### src/rtl/mvm_pkg.sv
package mvm_pkg;

  // Fixed field widths of the item channels
  localparam int SAMPLE_W   = 16;
  localparam int ADDR_FLD_W = 6;
  localparam int DOT_W      = 40;
  localparam int CFG_W      = 7;
  localparam int APB_DATA_W = 32;
  localparam int APB_ADDR_W = 3;

  // Defaults for the top-level parameters
  localparam int DEF_MAX_ROWS    = 64;
  localparam int DEF_MAX_COLS    = 64;
  localparam int DEF_VALUE_WIDTH = 16;

  // Register indexes (selected by paddr[2])
  localparam logic REG_ROW_COUNT = 1'b0;
  localparam logic REG_COL_COUNT = 1'b1;

  // Item modes
  localparam logic MODE_COEF   = 1'b0;
  localparam logic MODE_VECTOR = 1'b1;

  // Control that travels with each vector element down the cell chain
  typedef struct packed {
    logic valid;
    logic first;
  } tok_ctl_t;

endpackage

### src/rtl/mvm_ram.sv
module mvm_ram #(
  parameter int WIDTH = 16,
  parameter int DEPTH = 64,
  localparam int AW = (DEPTH > 1) ? $clog2(DEPTH) : 1
) (
  input  logic             clk,
  input  logic             we,
  input  logic [AW-1:0]    waddr,
  input  logic [WIDTH-1:0] wdata,
  input  logic [AW-1:0]    raddr,
  output logic [WIDTH-1:0] rdata
);

  logic [WIDTH-1:0] mem [DEPTH];

  // One write port, one registered read port
  always_ff @(posedge clk) begin
    if (we) begin
      mem[waddr] <= wdata;
    end
    rdata <= mem[raddr];
  end

endmodule

### src/rtl/mvm_cell.sv
module mvm_cell import mvm_pkg::*; #(
  parameter int VW     = 16,
  parameter int DEPTH  = 64,
  parameter int ADDR_W = 6
) (
  input  logic                    clk,
  input  logic                    rst,
  // element stream from the previous cell
  input  tok_ctl_t                ctl_in,
  input  logic [ADDR_W-1:0]       col_in,
  input  logic signed [VW-1:0]    x_in,
  // element stream to the next cell
  output tok_ctl_t                ctl_out,
  output logic [ADDR_W-1:0]       col_out,
  output logic signed [VW-1:0]    x_out,
  // coefficient write into this row
  input  logic                    we,
  input  logic [ADDR_W-1:0]       waddr,
  input  logic [VW-1:0]           wdata,
  // result unload chain
  input  logic                    shift,
  input  logic signed [DOT_W-1:0] acc_in,
  output logic signed [DOT_W-1:0] acc_out
);

  localparam logic signed [DOT_W-1:0] ACC_MAX = {1'b0, {(DOT_W-1){1'b1}}};
  localparam logic signed [DOT_W-1:0] ACC_MIN = {1'b1, {(DOT_W-1){1'b0}}};

  tok_ctl_t                  a_ctl;
  logic [ADDR_W-1:0]         a_col;
  logic signed [VW-1:0]      a_x;
  logic [VW-1:0]             coef;
  tok_ctl_t                  p_ctl;
  logic signed [2*VW-1:0]    prod;
  logic signed [DOT_W-1:0]   acc;
  logic signed [DOT_W-1:0]   base;
  logic signed [DOT_W:0]     sum;
  logic signed [DOT_W-1:0]   acc_next;

  // Coefficients of this row, read at the column of the element arriving
  mvm_ram #(.WIDTH(VW), .DEPTH(DEPTH)) u_row_ram (
    .clk   (clk),
    .we    (we),
    .waddr (waddr),
    .wdata (wdata),
    .raddr (col_in),
    .rdata (coef)
  );

  // Register the element, then pass it on to the next cell
  always_ff @(posedge clk) begin
    if (rst) begin
      a_ctl <= '0;
      p_ctl <= '0;
    end else begin
      a_ctl <= ctl_in;
      p_ctl <= a_ctl;
    end
    a_col <= col_in;
    a_x   <= x_in;
    prod  <= $signed(coef) * a_x;
  end

  assign ctl_out = a_ctl;
  assign col_out = a_col;
  assign x_out   = a_x;

  // Accumulate with saturation to the signed result range
  always_comb begin
    base = p_ctl.first ? '0 : acc;
    sum  = {base[DOT_W-1], base} + (DOT_W+1)'(prod);
    if (sum[DOT_W] != sum[DOT_W-1]) begin
      acc_next = sum[DOT_W] ? ACC_MIN : ACC_MAX;
    end else begin
      acc_next = sum[DOT_W-1:0];
    end
  end

  // Accumulate during a run, shift towards the output when unloading
  always_ff @(posedge clk) begin
    if (shift) begin
      acc <= acc_in;
    end else if (p_ctl.valid) begin
      acc <= acc_next;
    end
  end

  assign acc_out = acc;

endmodule

### config.mk
export PLATFORM = sky130hd
export DESIGN_NAME = mvm_cell
export DESIGN_NICKNAME = d
export VERILOG_FILES = /design/src/rtl/mvm_pkg.sv /design/src/rtl/mvm_ram.sv /design/src/rtl/mvm_cell.sv
export SDC_FILE = /design/constraint.sdc
export NUM_CORES = 2
export LEC_CHECK = 0
export BUFFER_PORTS_ARGS = -buffer_cell sky130_fd_sc_hd__buf_4
export CAP_MARGIN = 10
export CORE_ASPECT_RATIO = 0.8
export CORE_UTILIZATION = 55
export CTS_CLUSTER_SIZE = 24
export DETAILED_ROUTE_END_ITERATION = 8
export GPL_ROUTABILITY_DRIVEN = 0
export PLACE_DENSITY = 0.74
export SYNTH_ARGS = -nofsm -noshare
export SYNTH_HDL_FRONTEND = slang
export SYNTH_SLANG_ARGS = --single-unit
### constraint.sdc
create_clock -name clk -period 5.6 [get_ports clk]
set_input_delay 0.28 -clock clk [delete_from_list [all_inputs] [get_ports clk]]
set_output_delay 0.28 -clock clk [all_outputs]
set_load 0.05 [all_outputs]
==> After elaboration in Yosys (flattened, before gate mapping) <==
Memory sizes are Yosys's and may differ from the RTL's. A register that Yosys moved wholly into a read port is not among the register bits.
Cells that the tools add are included.
W data, S select, Z words.
{ "totals": {"n_memories": 1, "output_inout_bits": 64, "in_bits": 90, "wordCells": 20, "mem_bits_rw": 1024, "register_bits": 98} }
{ "mem_list": {"columns": ["memory", "depth", "width", "read_ports", "rd_clocked_by_memory_dff", "write_ports", "line", "source"], "rows": [
  ["u_row_ram.mem", 64, 16, 1, 1, 1, "mvm_ram.sv:14", "logic [WIDTH-1:0] mem [DEPTH];"]
]} }
{ "op_classes": {"n_eq_ne": 1, "add_sub_neg": 1, "n_mux": 7, "n_reduce_logical": 1, "multipliers": 1} }
{ "ops": {"columns": ["operator", "n"], "rows": [
  ["$mux W40", 5],
  ["$add A40 B32 Y41", 1],
  ["$mul A16 B16 Y32", 1],
  ["$mux W1", 2],
  ["$reduce_bool A2 Y1", 1],
  ["$ne A1 B1 Y1", 1]
]} }

==> Depth between registers and ports, before layout <==
{ "logic_depth": {"depth_word": 6, "depth_mapped": 24} }

==> Cells and area by module <==
From an unflattened synthesis, not the netlist that was laid out.
{ "unflattened": {"cells_unflattened": 3537, "hier_area_um2": 55542.0} }
{ "by_module_without_submodules": {"columns": ["module", "cells_per_inst", "instances", "area_per_inst_um2"], "rows": [
  ["mvm_ram", 1829, 1, 40042.2],
  ["mvm_cell", 1708, 1, 15499.9]
]} }

==> Least setup slack after synthesis <==
OpenSTA, ideal clock, no wires.
{ "synth_timing": {"path_kind": "reg2reg", "start": "register a_x[7] (netlist: x_out[7])", "end": "register prod[30]", "path_slack_ps": -693, "setup_time_ps": 72, "path_buffers": 2, "path_stages_with_launch": 25, "t_arrival_ps": 6221, "cell_sequence": "dfxtp_1 clkbuf_1 nand2_1 fa_1 inv_1 fa_1 inv_1 fa_1 inv_1 fa_1 fa_1 inv_1 fa_1 inv_1 ha_1 clkbuf_1 a21o_1 a21o_1 a21o_1 a221oi_1 o21ai_1 a211oi_1 o31ai_1 a21oi_1 xnor2_1"} }
{ "synth_between": {"elab_chain_cells": 1} }
{ "synth_rtl": {"columns": ["item", "line", "source"], "rows": [
  ["start, declared", "mvm_cell.sv:31", "logic signed [VW-1:0] a_x;"],
  ["start signal, assigned", "mvm_cell.sv:60", "a_x <= x_in;"],
  ["$mul A16 B16 Y32", "mvm_cell.sv:61", "prod <= $signed(coef) * a_x;"],
  ["end signal, assigned", "mvm_cell.sv:61", null],
  ["end, declared", "mvm_cell.sv:34", "logic signed [2*VW-1:0] prod;"]
]} }
Every way passes these cells.
A chain may end at the register's enable or synchronous reset.

==> Worst setup path after layout <==
{ "layout_timing": {"start": "register a_x[15] (netlist: x_out[15])", "end": "register prod[31]"} }
Same word-level chain as after synthesis.

==> run metrics <==
Register-to-Register Path Depth=20; TritonCTS buffer count=roughly 110; CTS tree=built; drt first pass iters=6; warnings from Yosys=0; Crit path max-delay family=adder cells; latest clock arrival within the worst-skew pair=approximately 710 ps; syn avg cell area=16.9 µm²; Initial Util=55.5%; initial DRC count=between 3000 and 4000; die area=around 100000 µm²; slowest stage delay, CP=between 500 and 600 ps; Commonest cells post-synth=edfxtp_1 (1064), mux4_2 (336), inv_1 (293); Setup Crit Path Kind=register to register; design area=63400 µm²; Worst Path Required=between 6000 and 7000 ps; CP startpoint=x_out[15]; worst setup path end=prod[31]; crit-path cells=clkinvlp_4, buf_6, nor2_4, fa_1, fa_1, fa_1, fa_1, fa_1, inv_1, fa_1, inv_2, ha_4, and3_4, and3_4, nand4_1, buf_4, o311ai_4, a31o_2, a21oi_2, xnor2_1; status=finished with violations; Area growth syn-to-layout=15.6%; Worst setup EP type=register; final worst slack=-219 ps; GRT overflow=0; r2r startpoint=x_out[15]; met3 Use GR=5.67%; post-synth top area cell=edfxtp_1; global-route wire length before repair=199 mm; Final Hold Vio Count=0; Via density=~6.1; Post-synth ARST share=0%; Worst Setup Start Kind=register; Die W=roughly 360 µm; io pins=between 150 and 200; Most Used Layer, Global Route=met2; Critical Path Slowest Stage Cell=fa_1; vias in the first global route=~32000; Gate Count Post-Synth=about 3200; Longest Clk Path Bufs=3; critical path depth=20; top_reg_cell synth=edfxtp_1; worst-path fanout max=5; FF-to-FF setup slack=-220 ps; initial antenna violation count=7; Routed Antenna Nets=0; slew margin rel.=roughly a fifth; Final setup violation count=6; WL final=roughly 130 mm; dpl hpwl=around 84 mm; Critical R2R Capture=prod[31]; clock skew=around 59 ps; Synth top area share=about three fifths; Chip Height=about 280 µm; final slew viol count=0; nets=4094; failing checks=negative setup slack; DP Worst Slack=-316 ps; Syn Std Cell Area=between 50000 and 60000 µm²; via count=30800; core area=between 90000 and 100000 µm²; final core utilization=around 64%; CTS HTree Levels=3; CP bufs+invs=5; Worst-path clk slew=approximately 70 ps; most common cell in the synthesized netlist=edfxtp_1; share of layout cells above drive strength 1=26.2%; Global Route met1 Usage=a little under two fifths; Synth Register Bits=approximately 1100; Root Buffer=clkbuf_16; worst slew pin tran=about 1200 ps; fmax=172 MHz; sequential share of the synthesized area=61.0%; most repeated library cell on the critical path=fa_1; largest net degree at the start of global routing=109; met2 global-route usage=42.6%; CTS Sinks=1138; Post-synth EDFFs=1064; total track usage=26.6%; Mapped Nets=3712; post-DR wirelength/cell=roughly 26 µm; Post-route DRC=0; Post-DP Area=58700 µm²; fin crit share=104%; Final min period=just under 6000 ps; count of input and output buffers=around 150; Final Hold Slack=~23 ps; Hold Crit Class=input port to register; Synth cell types=around 70; row cnt=between 100 and 150; RSZ-0062 raised after global routing=yes; synth top area cells=edfxtp_1 (58%), mux4_2 (14%), fa_1 (9.6%); crit path DAT=roughly 6400 ps; Max Cap Viol=0
-- layout make-up --
cell class / count / area [µm²]
diodes: 3 / 7.51
clock buffers: 125 / 2770
clock inverters: 69 / 703
fillers: 6647 / 35300
inverters: 294 / 1110
multi-input cells: 1657 / 20100
flip-flops and latches: 1138 / 33500
well taps: 1312 / 1640
repair buffers: 421 / 3520
-- layout by cell type (no fill, tap or decap), types with 15 or more instances in the layout --
cell           Yosys  layout
xor2_1            18      18
clkinv_1           1      23
inv_1            293     287
dfxtp_4            0      15
o21ai_0           60      55
clkbuf_1         107      17
a21o_1            42      42
nand2_1          181     173
mux4_2           336     336
ha_1             122     112
a21oi_1           75      66
a31oi_1           20      20
nor2_1           122     117
fa_2               0      18
clkbuf_16          0     108
edfxtp_1        1064    1064
and2_1           129     123
buf_4              1     334
dlygate4sd3_1      0      62
nand2b_1          15      15
xnor2_1           46      45
nor2b_1           54      54
dfxtp_1           74      49
fa_1             263     245
-- what timing repair did --
item	in CTS	in global routing
buffers inserted	11	15
hold buffers	62	0
gates resized for setup	45	57
endpoints found under the hold margin	63	0
pin swaps	32	44
endpoints found under the setup margin	10	13
-- metrics by stage --
step	instances	setup TNS [ps]
floorplan	3237	-45.4
global route	5019	-2310
CTS	5002	-389
finish	5019	-810
global placement	4737	-725
detailed placement	4737	-1130
-- routing by layer --
layer  wire length, µm  vias to the layer above
met5                43                        -
li1                  -                    12900
met3             12500                      308
met2             64000                     1649
met4              4200                        8
met1             51800                    15900
-- how the worst min path moves through the flow --
stage | startpoint | endpoint | slack [ps] | cells past startpoint
final | col_in[2] | col_out[2] | 20 | 1
after global placement | x_in[0] | x_out[0] | 380 | 1
after detailed placement | x_in[8] | x_out[8] | 390 | 1
after floorplan | x_in[10] | x_out[10] | 310 | 0
after global routing | col_in[2] | col_out[2] | 50 | 1
after CTS | col_in[2] | col_out[2] | 40 | 1
-- state kept, by name, indices dropped and copies added, names as in the netlist --
name,cells
acc_out,40
prod,32
u_row_ram.rdata,16
u_row_ram.mem,1024
p_ctl,2
ctl_out,2
x_out,16
col_out,6
-- cells by family (layout without fill, tap and decap cells) --
family,after synthesis,after routing,share of synthesized area [%]
flip-flops,1138,1138,61.0
AND/OR/NAND/NOR,571,571,5.14
other,0,3,0
multiplexers,336,336,13.8
XOR/XNOR,64,64,1.02
adder cells (fa/ha/maj),385,385,12.4
buffers and inverters,442,909,3.05
AO/OA/AOI/OAI,301,301,3.62
Power is not shown: default switching activity piles up to over one toggle a cycle in this logic, so the estimate is an artifact.
